[src/hw/rtl/assert_macros.svh]
// assertion macros for the rtl files, included by kmeans_grid_clustering
`ifndef ASSERT_MACROS_SVH
`define ASSERT_MACROS_SVH
`ifndef SYNTHESIS
`define ASSERT_IMPLY(label, clk, rst, pre, post) \
   label: assert property (@(posedge clk) disable iff (rst) (pre) |-> (post)) \
      else $error("assertion failed");
`define ASSERT_NEXT(label, clk, rst, pre, post) \
   label: assert property (@(posedge clk) disable iff (rst) (pre) |=> (post)) \
      else $error("assertion failed");
`else
`define ASSERT_IMPLY(label, clk, rst, pre, post)
`define ASSERT_NEXT(label, clk, rst, pre, post)
`endif
`endif

[src/hw/rtl/kmg_pkg.sv]
// ----------------------------------------------------------------------------
// kmg_pkg
// shared types and codes for the grid clustering block
// ----------------------------------------------------------------------------
`default_nettype none
package kmg_pkg;
   localparam int SIDE_RESET  = 5;
   localparam int LIMIT_RESET = 100;
   localparam logic CSR_GRID_SIDE = 1'b0;
   localparam logic CSR_ITER_LIMIT = 1'b1;

   // controller to datapath
   typedef struct packed {
      logic seed_wr;     // store a seed
      logic round_init;  // latch labels, clear sums
      logic scan_clr;    // reset point scan
      logic scan_step;   // assign one point
      logic div_start;   // start divide of cluster div_sel
      logic div_commit;  // write quotients
      logic out_load;    // load result of cluster div_sel
   } cmd_type;

   // datapath to controller
   typedef struct packed {
      logic scan_done;
      logic div_done;
      logic same;
   } stat_type;
endpackage
`default_nettype wire

[src/hw/rtl/kmg_datapath.sv]
// ----------------------------------------------------------------------------
// kmg_datapath
// centroid store, point scanner, accumulators and serial divider
// ----------------------------------------------------------------------------
`default_nettype none
module kmg_datapath #(
   parameter int CLUSTERS = 3,
   parameter int GRID_MAX = 16,
   parameter int KW = (CLUSTERS > 1) ? $clog2(CLUSTERS) : 1,
   parameter int CW = $clog2(GRID_MAX),
   parameter int LW = 2 * CW + 1,
   parameter int SW = 3 * CW,
   parameter int NW = 2 * CW + 1
) (
   input  wire logic            clock,
   input  wire logic            reset,
   input  wire kmg_pkg::cmd_type cmd,
   output kmg_pkg::stat_type    stat,
   input  wire logic [KW-1:0]   div_sel,
   input  wire logic [CW:0]     side,
   input  wire logic [8:0]      seed_label,
   output logic [CW-1:0]        out_row,
   output logic [CW-1:0]        out_col,
   output logic [LW-1:0]        out_label,
   output logic [NW-1:0]        out_count
);
   import kmg_pkg::*;

   logic [CW-1:0] row_ff [CLUSTERS];
   logic [CW-1:0] col_ff [CLUSTERS];
   logic [LW-1:0] prev_ff [CLUSTERS];
   logic [SW-1:0] rsum_ff [CLUSTERS];
   logic [SW-1:0] csum_ff [CLUSTERS];
   logic [NW-1:0] cnt_ff [CLUSTERS];
   logic [CW-1:0] pr_ff, pc_ff;
   logic          scan_done_ff;
   logic [SW-1:0] rem_r_ff, rem_c_ff, q_r_ff, q_c_ff;
   logic [NW-1:0] divisor_ff;
   logic [5:0]    dbit_ff;
   logic          dbusy_ff, ddone_ff;

   function automatic logic [LW-1:0] label_of(logic [CW-1:0] r, logic [CW-1:0] c,
                                              logic [CW:0] s);
      logic [2*CW+1:0] p;
      p = r * s;
      return LW'(p + c + 1);
   endfunction

   // seed conversion: label minus one split by side through a short search
   logic [8:0]    lm1;
   logic          seed_ok;
   logic [CW-1:0] seed_r, seed_c;
   logic [KW-1:0] seed_slot_ff;
   always_comb begin
      lm1 = seed_label - 9'd1;
      seed_ok = (seed_label != 9'd0) && ({1'b0, seed_label} <= 10'(side * side));
      seed_r = '0;
      seed_c = '0;
      for (int i = 0; i < GRID_MAX; i++) begin
         if (10'(lm1) >= 10'(i * side) && 10'(lm1) < 10'((i + 1) * side)) begin
            seed_r = CW'(i);
            seed_c = CW'(10'(lm1) - 10'(i * side));
         end
      end
   end

   // nearest centroid for current point
   logic [KW-1:0] best;
   always_comb begin
      logic [2*CW+1:0] bd, d;
      logic [CW-1:0] dr, dc;
      best = '0;
      bd = '1;
      for (int k = 0; k < CLUSTERS; k++) begin
         dr = (pr_ff > row_ff[k]) ? pr_ff - row_ff[k] : row_ff[k] - pr_ff;
         dc = (pc_ff > col_ff[k]) ? pc_ff - col_ff[k] : col_ff[k] - pc_ff;
         d = (2*CW+2)'(dr * dr) + (2*CW+2)'(dc * dc);
         if (k == 0 || d < bd) begin
            bd = d;
            best = KW'(k);
         end
      end
   end

   // centroid store and seed slot
   always_ff @(posedge clock) begin
      if (reset) begin
         for (int k = 0; k < CLUSTERS; k++) begin
            row_ff[k] <= '0;
            col_ff[k] <= '0;
         end
         seed_slot_ff <= '0;
      end else begin
         if (cmd.seed_wr) begin
            if (seed_ok) begin
               row_ff[seed_slot_ff] <= seed_r;
               col_ff[seed_slot_ff] <= seed_c;
            end
            seed_slot_ff <= (32'(seed_slot_ff) + 1 >= CLUSTERS) ? '0 : seed_slot_ff + 1'b1;
         end
         if (cmd.round_init) seed_slot_ff <= '0;
         if (cmd.div_commit && cnt_ff[div_sel] != '0) begin
            row_ff[div_sel] <= CW'(q_r_ff);
            col_ff[div_sel] <= CW'(q_c_ff);
         end
      end
   end

   always_ff @(posedge clock) begin
      if (cmd.round_init) begin
         for (int k = 0; k < CLUSTERS; k++) begin
            prev_ff[k] <= label_of(row_ff[k], col_ff[k], side);
            rsum_ff[k] <= '0;
            csum_ff[k] <= '0;
            cnt_ff[k]  <= '0;
         end
      end else if (cmd.scan_step && !scan_done_ff) begin
         rsum_ff[best] <= rsum_ff[best] + SW'(pr_ff);
         csum_ff[best] <= csum_ff[best] + SW'(pc_ff);
         cnt_ff[best]  <= cnt_ff[best] + 1'b1;
      end
   end

   // point scanner
   always_ff @(posedge clock) begin
      if (reset || cmd.scan_clr) begin
         pr_ff <= '0;
         pc_ff <= '0;
         scan_done_ff <= 1'b0;
      end else if (cmd.scan_step && !scan_done_ff) begin
         if ({1'b0, pc_ff} == side - 1'b1) begin
            pc_ff <= '0;
            if ({1'b0, pr_ff} == side - 1'b1) scan_done_ff <= 1'b1;
            else pr_ff <= pr_ff + 1'b1;
         end else begin
            pc_ff <= pc_ff + 1'b1;
         end
      end
   end

   // restoring divider, one quotient bit a cycle for both sums
   always_ff @(posedge clock) begin
      if (reset) begin
         dbusy_ff <= 1'b0;
         ddone_ff <= 1'b0;
      end else if (cmd.div_start) begin
         rem_r_ff <= '0;
         rem_c_ff <= '0;
         q_r_ff <= rsum_ff[div_sel];
         q_c_ff <= csum_ff[div_sel];
         divisor_ff <= cnt_ff[div_sel];
         dbit_ff <= 6'(SW);
         dbusy_ff <= 1'b1;
         ddone_ff <= 1'b0;
      end else if (dbusy_ff) begin
         logic [SW:0] tr, tc;
         tr = {rem_r_ff, q_r_ff[SW-1]};
         tc = {rem_c_ff, q_c_ff[SW-1]};
         if (tr >= (SW+1)'(divisor_ff)) begin
            rem_r_ff <= SW'(tr - (SW+1)'(divisor_ff));
            q_r_ff <= {q_r_ff[SW-2:0], 1'b1};
         end else begin
            rem_r_ff <= SW'(tr);
            q_r_ff <= {q_r_ff[SW-2:0], 1'b0};
         end
         if (tc >= (SW+1)'(divisor_ff)) begin
            rem_c_ff <= SW'(tc - (SW+1)'(divisor_ff));
            q_c_ff <= {q_c_ff[SW-2:0], 1'b1};
         end else begin
            rem_c_ff <= SW'(tc);
            q_c_ff <= {q_c_ff[SW-2:0], 1'b0};
         end
         dbit_ff <= dbit_ff - 1'b1;
         if (dbit_ff == 6'd1) begin
            dbusy_ff <= 1'b0;
            ddone_ff <= 1'b1;
         end
      end else begin
         ddone_ff <= 1'b0;
      end
   end

   // result registers
   always_ff @(posedge clock) begin
      if (cmd.out_load) begin
         out_row <= row_ff[div_sel];
         out_col <= col_ff[div_sel];
         out_label <= label_of(row_ff[div_sel], col_ff[div_sel], side);
         out_count <= cnt_ff[div_sel];
      end
   end

   assign stat.scan_done = scan_done_ff;
   assign stat.div_done  = ddone_ff;
   assign stat.same = label_of(row_ff[div_sel], col_ff[div_sel], side) == prev_ff[div_sel];
endmodule
`default_nettype wire

[src/hw/rtl/kmg_control.sv]
// ----------------------------------------------------------------------------
// kmg_control
// sequencer for seeding, rounds, mean update and result transfer
// ----------------------------------------------------------------------------
`default_nettype none
module kmg_control #(
   parameter int CLUSTERS = 3,
   parameter int KW = (CLUSTERS > 1) ? $clog2(CLUSTERS) : 1
) (
   input  wire logic             clock,
   input  wire logic             reset,
   input  wire logic             start,
   input  wire logic             seed_last,
   input  wire logic [7:0]       limit,
   output logic                  busy,
   output kmg_pkg::cmd_type      cmd,
   input  wire kmg_pkg::stat_type stat,
   output logic [KW-1:0]         sel,
   output logic                  out_valid,
   output logic                  out_conv,
   output logic [7:0]            out_rounds,
   output logic                  out_last
);
   import kmg_pkg::*;

   localparam logic [2:0] ST_IDLE = 3'd0, ST_INIT = 3'd1, ST_SCAN = 3'd2,
                          ST_DIV = 3'd3, ST_WAIT = 3'd4, ST_CHECK = 3'd5,
                          ST_OUT = 3'd6, ST_SHOW = 3'd7;

   logic [2:0]    state_ff, state_in;
   logic [KW-1:0] sel_ff, sel_in;
   logic [7:0]    round_ff, round_in;
   logic          same_ff, same_in, conv_ff, conv_in, valid_ff, valid_in;

   wire last_k = (32'(sel_ff) == CLUSTERS - 1);

   // next state and commands
   always_comb begin
      state_in = state_ff;
      sel_in = sel_ff;
      round_in = round_ff;
      same_in = same_ff;
      conv_in = conv_ff;
      valid_in = 1'b0;
      cmd = '0;
      case (state_ff)
         ST_IDLE: begin
            if (start) begin
               cmd.seed_wr = 1'b1;
               if (seed_last) begin
                  round_in = '0;
                  state_in = ST_INIT;
               end
            end
         end
         ST_INIT: begin
            cmd.round_init = 1'b1;
            cmd.scan_clr = 1'b1;
            same_in = 1'b1;
            state_in = ST_SCAN;
         end
         ST_SCAN: begin
            cmd.scan_step = 1'b1;
            if (stat.scan_done) begin
               sel_in = '0;
               state_in = ST_DIV;
            end
         end
         ST_DIV: begin
            cmd.div_start = 1'b1;
            state_in = ST_WAIT;
         end
         ST_WAIT: begin
            if (stat.div_done) begin
               cmd.div_commit = 1'b1;
               state_in = ST_CHECK;
            end
         end
         ST_CHECK: begin
            if (!stat.same) same_in = 1'b0;
            if (last_k) begin
               round_in = round_ff + 1'b1;
               sel_in = '0;
               if (same_ff && stat.same) begin
                  conv_in = 1'b1;
                  state_in = ST_OUT;
               end else if (round_ff + 1'b1 >= ((limit == 8'd0) ? 8'd1 : limit)) begin
                  conv_in = 1'b0;
                  state_in = ST_OUT;
               end else begin
                  state_in = ST_INIT;
               end
            end else begin
               sel_in = sel_ff + 1'b1;
               state_in = ST_DIV;
            end
         end
         ST_OUT: begin
            cmd.out_load = 1'b1;
            valid_in = 1'b1;
            state_in = ST_SHOW;
         end
         ST_SHOW: begin
            if (last_k) begin
               sel_in = '0;
               state_in = ST_IDLE;
            end else begin
               sel_in = sel_ff + 1'b1;
               state_in = ST_OUT;
            end
         end
         default: state_in = ST_IDLE;
      endcase
   end

   always_ff @(posedge clock) begin
      if (reset) begin
         state_ff <= ST_IDLE;
         sel_ff <= '0;
         round_ff <= '0;
         same_ff <= 1'b0;
         conv_ff <= 1'b0;
         valid_ff <= 1'b0;
         out_last <= 1'b0;
      end else begin
         state_ff <= state_in;
         sel_ff <= sel_in;
         round_ff <= round_in;
         same_ff <= same_in;
         conv_ff <= conv_in;
         valid_ff <= valid_in;
         if (valid_in) out_last <= last_k;
      end
   end

   assign busy = (state_ff != ST_IDLE);
   assign sel = sel_ff;
   assign out_valid = valid_ff;
   assign out_conv = conv_ff;
   assign out_rounds = round_ff;
endmodule
`default_nettype wire

[src/hw/rtl/kmeans_grid_clustering.sv]
// ----------------------------------------------------------------------------
// kmeans_grid_clustering
// k-means over every point of a square grid, seeded by grid labels
// ----------------------------------------------------------------------------
// Seeds are taken one per cycle while busy is low. The seed marked last
// starts the run: each round scans side*side points at one per cycle, then
// divides each cluster's sums in a bit-serial divider, one cluster after
// another, and a run takes up to iteration_limit rounds. The results follow
// one by one, never back to back, each on the rsp_ ports for one cycle with
// rsp_valid; the receiver cannot stall.
`default_nettype none
`include "assert_macros.svh"
module kmeans_grid_clustering #(
   parameter int CLUSTERS = 3,
   parameter int GRID_MAX = 16
) (
   input  wire logic        clock,
   input  wire logic        reset,
   input  wire logic        start,
   output logic             busy,
   input  wire logic [8:0]  req_seed_label,
   input  wire logic        req_seed_last,
   input  wire logic        csr_write,
   input  wire logic        csr_index,
   input  wire logic [7:0]  csr_data,
   output logic             rsp_valid,
   output logic [1:0]       rsp_cluster_index,
   output logic [3:0]       rsp_centroid_row,
   output logic [3:0]       rsp_centroid_col,
   output logic [8:0]       rsp_centroid_label,
   output logic [8:0]       rsp_member_count,
   output logic             rsp_converged,
   output logic [7:0]       rsp_rounds_used,
   output logic             rsp_last_cluster
);
   import kmg_pkg::*;

   localparam int KW = (CLUSTERS > 1) ? $clog2(CLUSTERS) : 1;
   localparam int CW = $clog2(GRID_MAX);
   localparam int LW = 2 * CW + 1;
   localparam int NW = 2 * CW + 1;

   logic [4:0] side_reg_ff;
   logic [7:0] limit_ff;
   logic [CW:0] side;
   cmd_type cmd;
   stat_type stat;
   logic [KW-1:0] sel, idx_ff;
   logic [CW-1:0] o_row, o_col;
   logic [LW-1:0] o_label;
   logic [NW-1:0] o_count;

   // configuration registers
   always_ff @(posedge clock) begin
      if (reset) begin
         side_reg_ff <= 5'(SIDE_RESET);
         limit_ff <= 8'(LIMIT_RESET);
      end else if (csr_write) begin
         if (csr_index == CSR_GRID_SIDE) side_reg_ff <= csr_data[4:0];
         else limit_ff <= csr_data;
      end
   end

   // clamp side to 1..GRID_MAX
   always_comb begin
      if (side_reg_ff == 5'd0) side = (CW+1)'(1);
      else if (32'(side_reg_ff) > GRID_MAX) side = (CW+1)'(GRID_MAX);
      else side = (CW+1)'(side_reg_ff);
   end

   kmg_control #(.CLUSTERS(CLUSTERS)) u_ctrl (
      .clock(clock), .reset(reset), .start(start), .seed_last(req_seed_last),
      .limit(limit_ff), .busy(busy), .cmd(cmd), .stat(stat), .sel(sel),
      .out_valid(rsp_valid), .out_conv(rsp_converged),
      .out_rounds(rsp_rounds_used), .out_last(rsp_last_cluster)
   );

   kmg_datapath #(.CLUSTERS(CLUSTERS), .GRID_MAX(GRID_MAX)) u_dp (
      .clock(clock), .reset(reset), .cmd(cmd), .stat(stat), .div_sel(sel),
      .side(side), .seed_label(req_seed_label), .out_row(o_row), .out_col(o_col),
      .out_label(o_label), .out_count(o_count)
   );

   always_ff @(posedge clock) begin
      if (cmd.out_load) idx_ff <= sel;
   end

   assign rsp_cluster_index  = 2'(idx_ff);
   assign rsp_centroid_row   = 4'(o_row);
   assign rsp_centroid_col   = 4'(o_col);
   assign rsp_centroid_label = 9'(o_label);
   assign rsp_member_count   = 9'(o_count);

   `ASSERT_IMPLY(a_no_rsp_idle, clock, reset, !busy, !rsp_valid)
   `ASSERT_NEXT(a_rsp_gap, clock, reset, rsp_valid, !rsp_valid)
   `ASSERT_IMPLY(a_rounds_nonzero, clock, reset, rsp_valid, rsp_rounds_used != 8'd0)
endmodule
`default_nettype wire
[config.mk]
export PLATFORM = sky130hd
export DESIGN_NAME = kmeans_grid_clustering
export DESIGN_NICKNAME = d
export VERILOG_FILES = /design/src/hw/rtl/kmg_pkg.sv /design/src/hw/rtl/kmg_datapath.sv /design/src/hw/rtl/kmg_control.sv /design/src/hw/rtl/kmeans_grid_clustering.sv
export VERILOG_INCLUDE_DIRS = /design/src /design/src/hw/rtl
export SDC_FILE = /design/constraint.sdc
export NUM_CORES = 1
export LEC_CHECK = 0
export BUFFER_PORTS_ARGS = -buffer_cell sky130_fd_sc_hd__buf_2
export CAP_MARGIN = 10
export CORE_ASPECT_RATIO = 1.25
export CORE_MARGIN = 2
export CORE_UTILIZATION = 57
export DETAILED_ROUTE_END_ITERATION = 8
export PLACE_DENSITY = 0.74
export SLEW_MARGIN = 25
export SYNTH_ARGS = -nofsm -noshare
export SYNTH_HDL_FRONTEND = slang
export SYNTH_HIERARCHICAL = 1
export SYNTH_SLANG_ARGS = --single-unit
[constraint.sdc]
create_clock -name clock -period 30.3 [get_ports clock]
set_input_delay 0 -clock clock [delete_from_list [all_inputs] [get_ports clock]]
set_output_delay 0 -clock clock [all_outputs]
set_load 0.05 [all_outputs]
**Yosys cells after proc, flatten, opt, wreduce, memory -nomap -nowiden**

Memories as Yosys holds them, arrays and structs flattened. A register that Yosys moved wholly into a read port is not among the register bits.
Cells that the tools add are included.

- Bits in registers: 134
- Bits in latches: 0
- RAM bits: 150
- ROM bits: 0
- Input port bits: 23
- Memories kept: 6

Memories:

| memory | words | width | rd ports | clocked after Yosys merged registers in | wr ports | line | text |
|---|---|---|---|---|---|---|---|
| u_dp.csum_ff | 3 | 12 | 2 | 1 | 3 | kmg_datapath.sv:33 | `logic [SW-1:0] csum_ff [CLUSTERS];` |
| u_dp.rsum_ff | 3 | 12 | 2 | 1 | 3 | kmg_datapath.sv:32 | `logic [SW-1:0] rsum_ff [CLUSTERS];` |
| u_dp.cnt_ff | 3 | 9 | 2 | 1 | 3 | kmg_datapath.sv:34 | `logic [NW-1:0] cnt_ff [CLUSTERS];` |
| u_dp.prev_ff | 3 | 9 | 1 | 1 | 3 | kmg_datapath.sv:31 | `logic [LW-1:0] prev_ff [CLUSTERS];` |
| u_dp.col_ff | 3 | 4 | 4 | 1 | 3 | kmg_datapath.sv:30 | `logic [CW-1:0] col_ff [CLUSTERS];` |
| u_dp.row_ff | 3 | 4 | 4 | 1 | 3 | kmg_datapath.sv:29 | `logic [CW-1:0] row_ff [CLUSTERS];` |

- Add/subtract/negate cells: 52
- $mul: 22
- Div/mod/pow operators: 0
- Order comparisons: 46
- Eq/ne operators: 18
- Shifts and indexed selects: 0
- Multiplexer cells: 134
- Bitwise logic cells: 4
- Reduce and logical (&&, ||, !) cells: 54

Operators by type and width:

| cell | count |
|---|---|
| $mux W4 | 41 |
| $mux W12 | 10 |
| $sub A4 B4 Y4 | 27 |
| $lt A9 B9 Y1 | 8 |
| $ge A9 B9 Y1 | 7 |
| $mul A4 B4 Y8 | 6 |
| $mux W2 | 24 |
| $add A9 B1 Y9 const B | 5 |
| $mux W1 | 38 |
| $add A9 B4 Y9 | 4 |
| $ge A9 B8 Y1 | 4 |
| $lt A9 B8 Y1 | 4 |
| $mul A4 B5 Y9 | 4 |
| $mul A4 B5 Y9 const A | 4 |
| $ge A32 B2 Y1 const B | 1 |
| $mul A3 B5 Y8 const A | 4 |
| $mux W8 | 4 |
| $add A8 B8 Y9 | 3 |
| $ge A13 B9 Y1 | 2 |
| $add A12 B4 Y12 | 2 |
| $gt A4 B4 Y1 | 6 |
| $mux W3 | 8 |
| $pmux W3 S8 | 1 |
| $reduce_or A12 Y1 | 2 |
| other kinds (54) | 111 |

**Logic depth before layout (Yosys ltp)**

Gate-level depths: netlist (run 1).

- Depth in word-level cells: 23
- Gate-level depth with buffers: 57

**By module**

The synthesis (run 1) kept the hierarchy.

Modules (own cells, without submodules):

| module | instances | cells each | area an instance (µm²) | sequential area each (µm²) |
|---|---|---|---|---|
| kmg_datapath | 1 | 2824 | 27883.0 | 8668.3 |
| kmg_control | 1 | 137 | 1118.6 | 340.3 |
| kmeans_grid_clustering | 1 | 61 | 651.9 | 320.3 |

**Worst setup path before layout (run 1)**

OpenSTA, ideal clock, no wires.

- Path kind: reg2reg
- Start: register u_dp.pr_ff[1]
- End: memory u_dp/csum_ff[0][8] (netlist bit), data pin
- Library setup time: 265 ps
- Arrival time: 11314 ps
- Path slack: 18721 ps
- Cell stages (with the launch flop): 52
- Buffers on the path: 7
- Cells stage by stage: dfxtp_1 -> inv_1 -> ha_1 -> a41oi_1 -> mux2i_1 -> xor2_1 -> inv_1 -> nand2_1 -> fa_1 -> fa_1 -> inv_1 -> fa_1 -> inv_1 -> fa_1 -> inv_1 -> ha_1 -> a21o_1 -> a21oi_1 -> [... 16 more ...] -> nand2_1 -> a21o_1 -> buf_2 -> buf_2 -> buf_2 -> buf_1 -> nor2_1 -> a31oi_1 -> ha_1 -> fa_1 -> a21oi_1 -> nor2_1 -> nor2_1 -> nor2_1 -> mux2i_1 -> nor3_1 -> xnor2_1 -> nor2_1

RTL lines:

| what | line | text |
|---|---|---|
| start, declared | kmg_datapath.sv:35 | `logic [CW-1:0] pr_ff, pc_ff;` |
| start signal, assigned | kmg_datapath.sv:134 | `else pr_ff <= pr_ff + 1'b1;` |
| end, declared | kmg_datapath.sv:33 |  |

==> results.toml, run 1 <==
[logic_synthesis]
yosysTopAreaCell = "edfxtp_1"
yosysMostFrequentCell = "ha_1"
syn_inst = 3022
synth_top_family_by_area = "adder cells"
synth_edf_count = 282
netlist.area_leader.share = 0.286
yosysWarnings = 6
ys_ff_latch = 325
netlist_area_um2 = 29700
ys_top_cells_by_count = "ha_1, inv_1, nor2_1"
synth_cell_types = 105
synth_area_leaders = "edfxtp_1, ha_1, fa_1, inv_1, nor2_1"
syn_avg_cell_area_um2 = 9.81
synthArstFlopShare = 0
synth_fa_ha_area_frac = 0.238
synth-simple-area-share = 0.141
yosys.area_share.xor_xnor = 0.0546
synth_mux_area_frac = 0.0681
synth_compound_gate_area_share = 0.129
ys_seq_area_frac = 0.315
synth-main-ff-cell = "edfxtp_1"

[clock_tree]
post-cts-setup-buffers = 0
cts_sinks = 325
cts_buffers = 35
cts_tree = "yes"
h-tree-depth = 2
path_clk_slew_ns = 0.06
clock_latency_ns = 0.55
clock_path_buffers = 3
root_buffer = "clkbuf_16"

[sta]
finalClockSkew_ns = 0.0205
fin_setup_tns_ns = 0
fin_crit_ns = 12.11
max_slew_margin = 0.382
setup_slack_ns = 18.19
finalSetupViolations = 0
worst_pin_slew_ns = 0.920
holdWs_ns = 0.0656
max_freq_ghz = 0.0826
slew_viol_final = 0
rsz0062_at_grt = "false"
fin_crit_sh = 0.400
hold_viol = 0

[drt]
ant_nets = 0
drtPass1Iterations = 6
via_per_inst = 6.21
wl_per_cell_um = 21.2
drt_iter0_markers = 2003
drc = 0
route.vias.total = 23700
wl_um = 81100

[setup_path]
reg2reg_depth = 42
critPathSlowestCell = "dfxtp_1"
cp-endpoint = "u_dp/rsum_ff[1][9]$_SDFFCE_PN0P_"
critPathCaptureType = "flip-flop"
critPathArrivalTime_ns = 12.38
cp-startpoint = "u_dp/pr_ff[1]$_SDFFE_PP0P_"
path_class = "flip-flop to flip-flop"
cpPeakStageDelay_ns = 0.78
rrSetupSlack_ns = 18.19
r2r-start = "u_dp/pr_ff[1]$_SDFFE_PP0P_"
worstPathMaxFanout = 48
rr_endpoint = "u_dp/rsum_ff[1][9]$_SDFFCE_PN0P_"
required_ns = 30.57
startpoint_type = "flip-flop"

[floorplanning]
fp.dieW_um = 208
coreArea_um2 = 51400
fp.dieH_um = 259
start_util = 0.577
dieArea_um2 = 53900
io_pins = 63
rows = 93

[global_routing]
use_met3 = 0.0356
antenna_found_initial = 0
use_met1 = 0.361
grt_usage = 0.300
top_usage_layer = "met2"
use_met2 = 0.534
grt_pass1_wl_um = 129000
globalRoute.totalOverflow = 0
grt_max_degree = 55
grt_pass1_vias = 24400

[cells_and_area]
diodes = 0
final_core_utilization = 0.626
area_delta_synth_final_pct = 8.54
fin_nets = 3643
nFillCells = 4178
drive_gt1_frac = 0.0908

[placed_design]
port_buffers = 62
pre_cts_slack_ns = 18.04
dp_hpwl_um = 60600
place_congestion = 1.05

[power_and_ir_drop]
p_per_area_nw_per_um2 = 102
peakVddDrop_mv = 0.227
leakage_nw = 14.1

[flow_run]
drv_cap = 0

[min_path]
holdCritPathClass = "primary input to flip-flop"

[run_status]
status = "finished clean"
placed cells by master (no fill, tap or decap), types with 29 or more instances in the layout:
master and n:
edfxtp_1 282, conb_1 33, nand3_1 55, and2_1 34, xor2_1 70, inv_1 332, o21ai_0 74, buf_2 62
nand2b_1 44, o21bai_1 29, nor2_1 322, mux2_2 29, dfxtp_1 41, nor3_1 43, buf_4 40, mux4_2 41
fa_1 115, ha_1 379, a31oi_1 40, clkbuf_16 36, xnor2_1 113, a21o_1 65, a21oi_1 154, mux2i_1 77
nand4_1 45, nand2_1 218
worst min-delay path by stage:
| stage | start | to | depth (start not counted) |
|---|---|---|---|
| floorplan | csr_data[0] | limit_ff[0]$_SDFFE_PP0P_ | 2 |
| global placement | csr_data[7] | limit_ff[7]$_SDFFE_PP0P_ | 3 |
| detailed placement | csr_data[7] | limit_ff[7]$_SDFFE_PP0P_ | 3 |
| CTS | reset | u_ctrl/sel[0]$_SDFFE_PP0P_ | 3 |
| global route | reset | u_ctrl/out_rounds[1]$_SDFFE_PP0P_ | 3 |
| finish | reset | u_ctrl/out_rounds[4]$_SDFFE_PP0P_ | 3 |
report_power, final:
part           internal, mW  switching, mW
clock                 0.227          0.182
combinational         0.711           1.49
sequential            0.631         0.0363
total                  1.57           1.71
flip-flops by register name (all words and copies together) (netlist names), 12 cells and up:
signal,flops
u_dp/csum_ff,48
u_dp/rsum_ff,48
u_dp/cnt_ff,36
u_dp/prev_ff,27
u_dp/col_ff,16
u_dp/row_ff,16
u_dp/q_c_ff,12
u_dp/q_r_ff,12
u_dp/rem_c_ff,12
u_dp/rem_r_ff,12
critical path: cells and delay by family, from the launching register on:
family / cells / cell delay [ns]
simple gates: 7 / 1.36
fa+ha+maj: 9 / 3.58
mux: 1 / 0.30
flops: 1 / 0.78
compound gates: 15 / 3.97
xor+xnor: 3 / 0.73
buf+inv: 7 / 1.10
kinds of logic after synthesis:
kind of cell	after synthesis
adders and majority gates	494
and+or+nand+nor	886
muxes	147
AOI/OAI and AO/OA	564
buffers and inverters	421
DFF	325
xor gates and xnor gates	184
other	1
through the flow:
step	cells	area [µm²]	power, mW
3_5_place_dp	3735	30900	2.81
6_report	3816	32200	3.28
2_1_floorplan	3054	29800	2.25
4_1_cts	3815	32200	3.23
3_3_place_gp	3735	30900	2.73
5_1_grt	3816	32200	3.52
routing by layer:
metal  part of all wire  vias to the layer above
li1                   -                    10900
met1               0.38                    11400
met2               0.50                     1038
met3              0.066                      284
met4              0.052                        0
met5                  0                        -
layout make-up:
class | instances | area (µm²) | area share
Clock buffer | 43 | 957 | 0.0297
Tap cell | 665 | 832 | 0.0259
Timing Repair Buffer | 121 | 818 | 0.0254
Multi-Input combinational cell | 2308 | 18900 | 0.586
Clock inverter | 19 | 120 | 0.00373
Sequential cell | 325 | 9330 | 0.290
Inverter | 335 | 1260 | 0.0391
timing repair:
action                                 in CTS  in global routing
endpoints found under the hold margin      21                  0
hold buffers                               18                  0
resized for setup                           0                  0
(Power assumes the default switching activity.)
==> inputs of run 2 (changes only) <==
--- a/config.mk
+++ b/config.mk
@@ -12,7 +12,7 @@
 export CORE_MARGIN = 2
 export CORE_UTILIZATION = 57
 export DETAILED_ROUTE_END_ITERATION = 8
-export PLACE_DENSITY = 0.74
+export PLACE_DENSITY = 0.76
 export SLEW_MARGIN = 25
 export SYNTH_ARGS = -nofsm -noshare
 export SYNTH_HDL_FRONTEND = slang
==> constraint.sdc (replaced) <==
create_clock -name clock -period 11.08 [get_ports clock]
set_input_delay 0 -clock clock [delete_from_list [all_inputs] [get_ports clock]]
set_output_delay 0 -clock clock [all_outputs]
set_load 0.05 [all_outputs]
==> run 2 against run 1 <==
Sequential share of layout area fell by 0.22 points. First-iteration DRC count fell by 1.8%. Register-to-register slack got worse by 18 ns. Clock skew rose by 0.0096 ns. Power rose to 2.8 times the previous value. Non-clock buffer count rose by 15. Setup slack got worse by 18 ns. Sequential power rose to 2.7 times the previous value. Core utilization rose by 0.49 points. Via count rose by 0.25%. Critical path type unchanged. Largest cell class unchanged. Highest routed layer unchanged.
==> results.toml, run 2 (synthesis results as in run 1) <==
[cells_and_area]
top_regs = "u_dp/csum_ff: 48 flops, u_dp/rsum_ff: 48 flops, u_dp/cnt_ff: 36 flops"
diodes = 0
final_common_cell = "ha_1"
layout_common_cells = "ha_1, inv_1, nor2_1"
nFillCells = 4112
fin_nets = 3658
drive_gt1_frac = 0.0988
fin_cells = 3832
area_delta_synth_final_pct = 9.40

[sta]
hold_viol = 0
fin_crit_sh = 0.940
max_slew_margin = 0.292
finalSetupViolations = 0
fin_crit_ns = 10.41
finalClockSkew_ns = 0.0301
slew_viol_final = 0
worst_pin_slew_ns = 1.05
max_freq_ghz = 0.0960
fin_setup_tns_ns = 0

[drt]
via_per_inst = 6.20
ant_nets = 0
drc = 0
wl_per_cell_um = 21.5
wl_um = 82500
drt_iter0_markers = 1966
drtPass1Iterations = 6
route.vias.total = 23700

[floorplanning]
fp.dieH_um = 259
dieArea_um2 = 53900
io_pins = 63
start_util = 0.577
fp.dieW_um = 208
rows = 93
coreArea_um2 = 51400

[power_and_ir_drop]
comb_power_share = 0.675
p_int_mw = 4.47
p_per_area_nw_per_um2 = 285
p_seq_frac = 0.197
switching_share = 0.518
leakage_nw = 14.2
p_sw_mw = 4.80
peakVddDrop_mv = 0.509
power_frac_clock = 0.128
p_total_mw = 9.26

[clock_tree]
clock_latency_ns = 0.55
clock_path_buffers = 3
cts_buffers = 35
path_clk_slew_ns = 0.06
root_buffer = "clkbuf_16"
h-tree-depth = 2
cts_tree = "yes"
cts_sinks = 325

[setup_path]
cpPeakStageDelay_ns = 0.55
critPathSlowestCell = "fa_1"
rr_endpoint = "u_dp/csum_ff[0][8]$_SDFFCE_PN0P_"
cp-startpoint = "u_dp/col_ff[0][0]$_DFFE_PP_"
required_ns = 11.37
startpoint_type = "flip-flop"
path_class = "flip-flop to flip-flop"
crit_buf_inv = 6
cp_common_cell = "fa_1"
cp-endpoint = "u_dp/csum_ff[0][8]$_SDFFCE_PN0P_"
worstPathMaxFanout = 17
crit_cells = 48
critPathCaptureType = "flip-flop"
critPathArrivalTime_ns = 10.71
rrSetupSlack_ns = 0.67
reg2reg_depth = 48
cp_top_family = "adder cells"
r2r-start = "u_dp/col_ff[0][0]$_DFFE_PP_"

[placed_design]
dp_cells = 3745
place_congestion = 0.966
dp_hpwl_um = 62500
port_buffers = 62

[global_routing]
grt_max_degree = 55
antenna_found_initial = 0
grt_usage = 0.302
grt_pass1_vias = 24400
grt_pass1_wl_um = 129000
globalRoute.totalOverflow = 0

[min_path]
hold_path_depth = 3
holdCritPathClass = "primary input to flip-flop"

[flow_run]
drv_cap = 0

[run_status]
status = "finished clean"
run 2: changes by cell type in the layout (fill, tap and decap cells not counted), sizes merged:
cell         before  now
buf             103  117
bufinv            0    3
clkbuf           43   42
dlygate4sd3      18   19
inv             338  337
run 2: how the worst min path moves through the flow:
| stage | from | end | slack (ns) |
|---|---|---|---|
| 2_1_floorplan | csr_data[0] | limit_ff[0]$_SDFFE_PP0P_ | 0.15 |
| 3_3_place_gp | csr_data[7] | limit_ff[7]$_SDFFE_PP0P_ | 0.26 |
| 3_5_place_dp | csr_data[2] | limit_ff[2]$_SDFFE_PP1P_ | 0.28 |
| 4_1_cts | reset | u_ctrl/out_valid$_SDFF_PP0_ | 0.04 |
| 5_1_grt | reset | u_ctrl/out_valid$_SDFF_PP0_ | 0.07 |
| 6_report | reset | u_ctrl/out_valid$_SDFF_PP0_ | 0.05 |
run 2: area by class of cell:
class,instances,area (µm²),area share
clock buffer,42,937,0.0289
clock inverter,21,231,0.00714
inverter,335,1260,0.0388
multi-input combinational,2308,18900,0.583
sequential,325,9340,0.288
tap,665,832,0.0256
timing repair buffer,136,926,0.0285
run 2: power by group through the flow:
stage	sequential, mW	clock [mW]	combinational, mW
after CTS	1.82	1.21	6.02
final	1.83	1.19	6.25
after floorplan	1.81	0	4.36
after global routing	1.84	1.25	6.78
after global placement	1.84	0	5.78
after detailed placement	1.85	0	5.97
run 2: repair_timing:
item,CTS,global route
endpoints found under the hold margin,20,0
buffers inserted,0,5
gates resized for setup,0,10
hold buffers,19,0
setup endpoints to repair,0,52
run 2: worst reg2reg max path: cells and delay by family (launching register included):
family,cells,cell delay [ns]
simple gates,11,1.35
compound gates,15,2.70
buf+inv,6,0.58
fa+ha+maj,11,3.92
xor+xnor,3,0.63
mux,2,0.56
flops,1,0.44
run 2: layer usage:
layer  up-vias  track usage  routed length, µm
met4         0        0.169               4710
met2      1006        0.538              41200
li1      11000            -                  -
met5         -            0                  0
met3       284       0.0305               4930
met1     11500        0.359              31600
run 2: metrics by stage:
stage / utilization / area [µm²] / hold WS, ns / setup WS [ns]
CTS: 0.629 / 32300 / 0.0381 / 0.304
floorplan: - / 29800 / 0.147 / 0.0242
global placement: 0.602 / 31000 / 0.257 / 0.699
finish: 0.631 / 32400 / 0.0468 / 0.666
global route: 0.631 / 32400 / 0.0699 / -0.0413
detailed placement: 0.602 / 31000 / 0.284 / 0.335
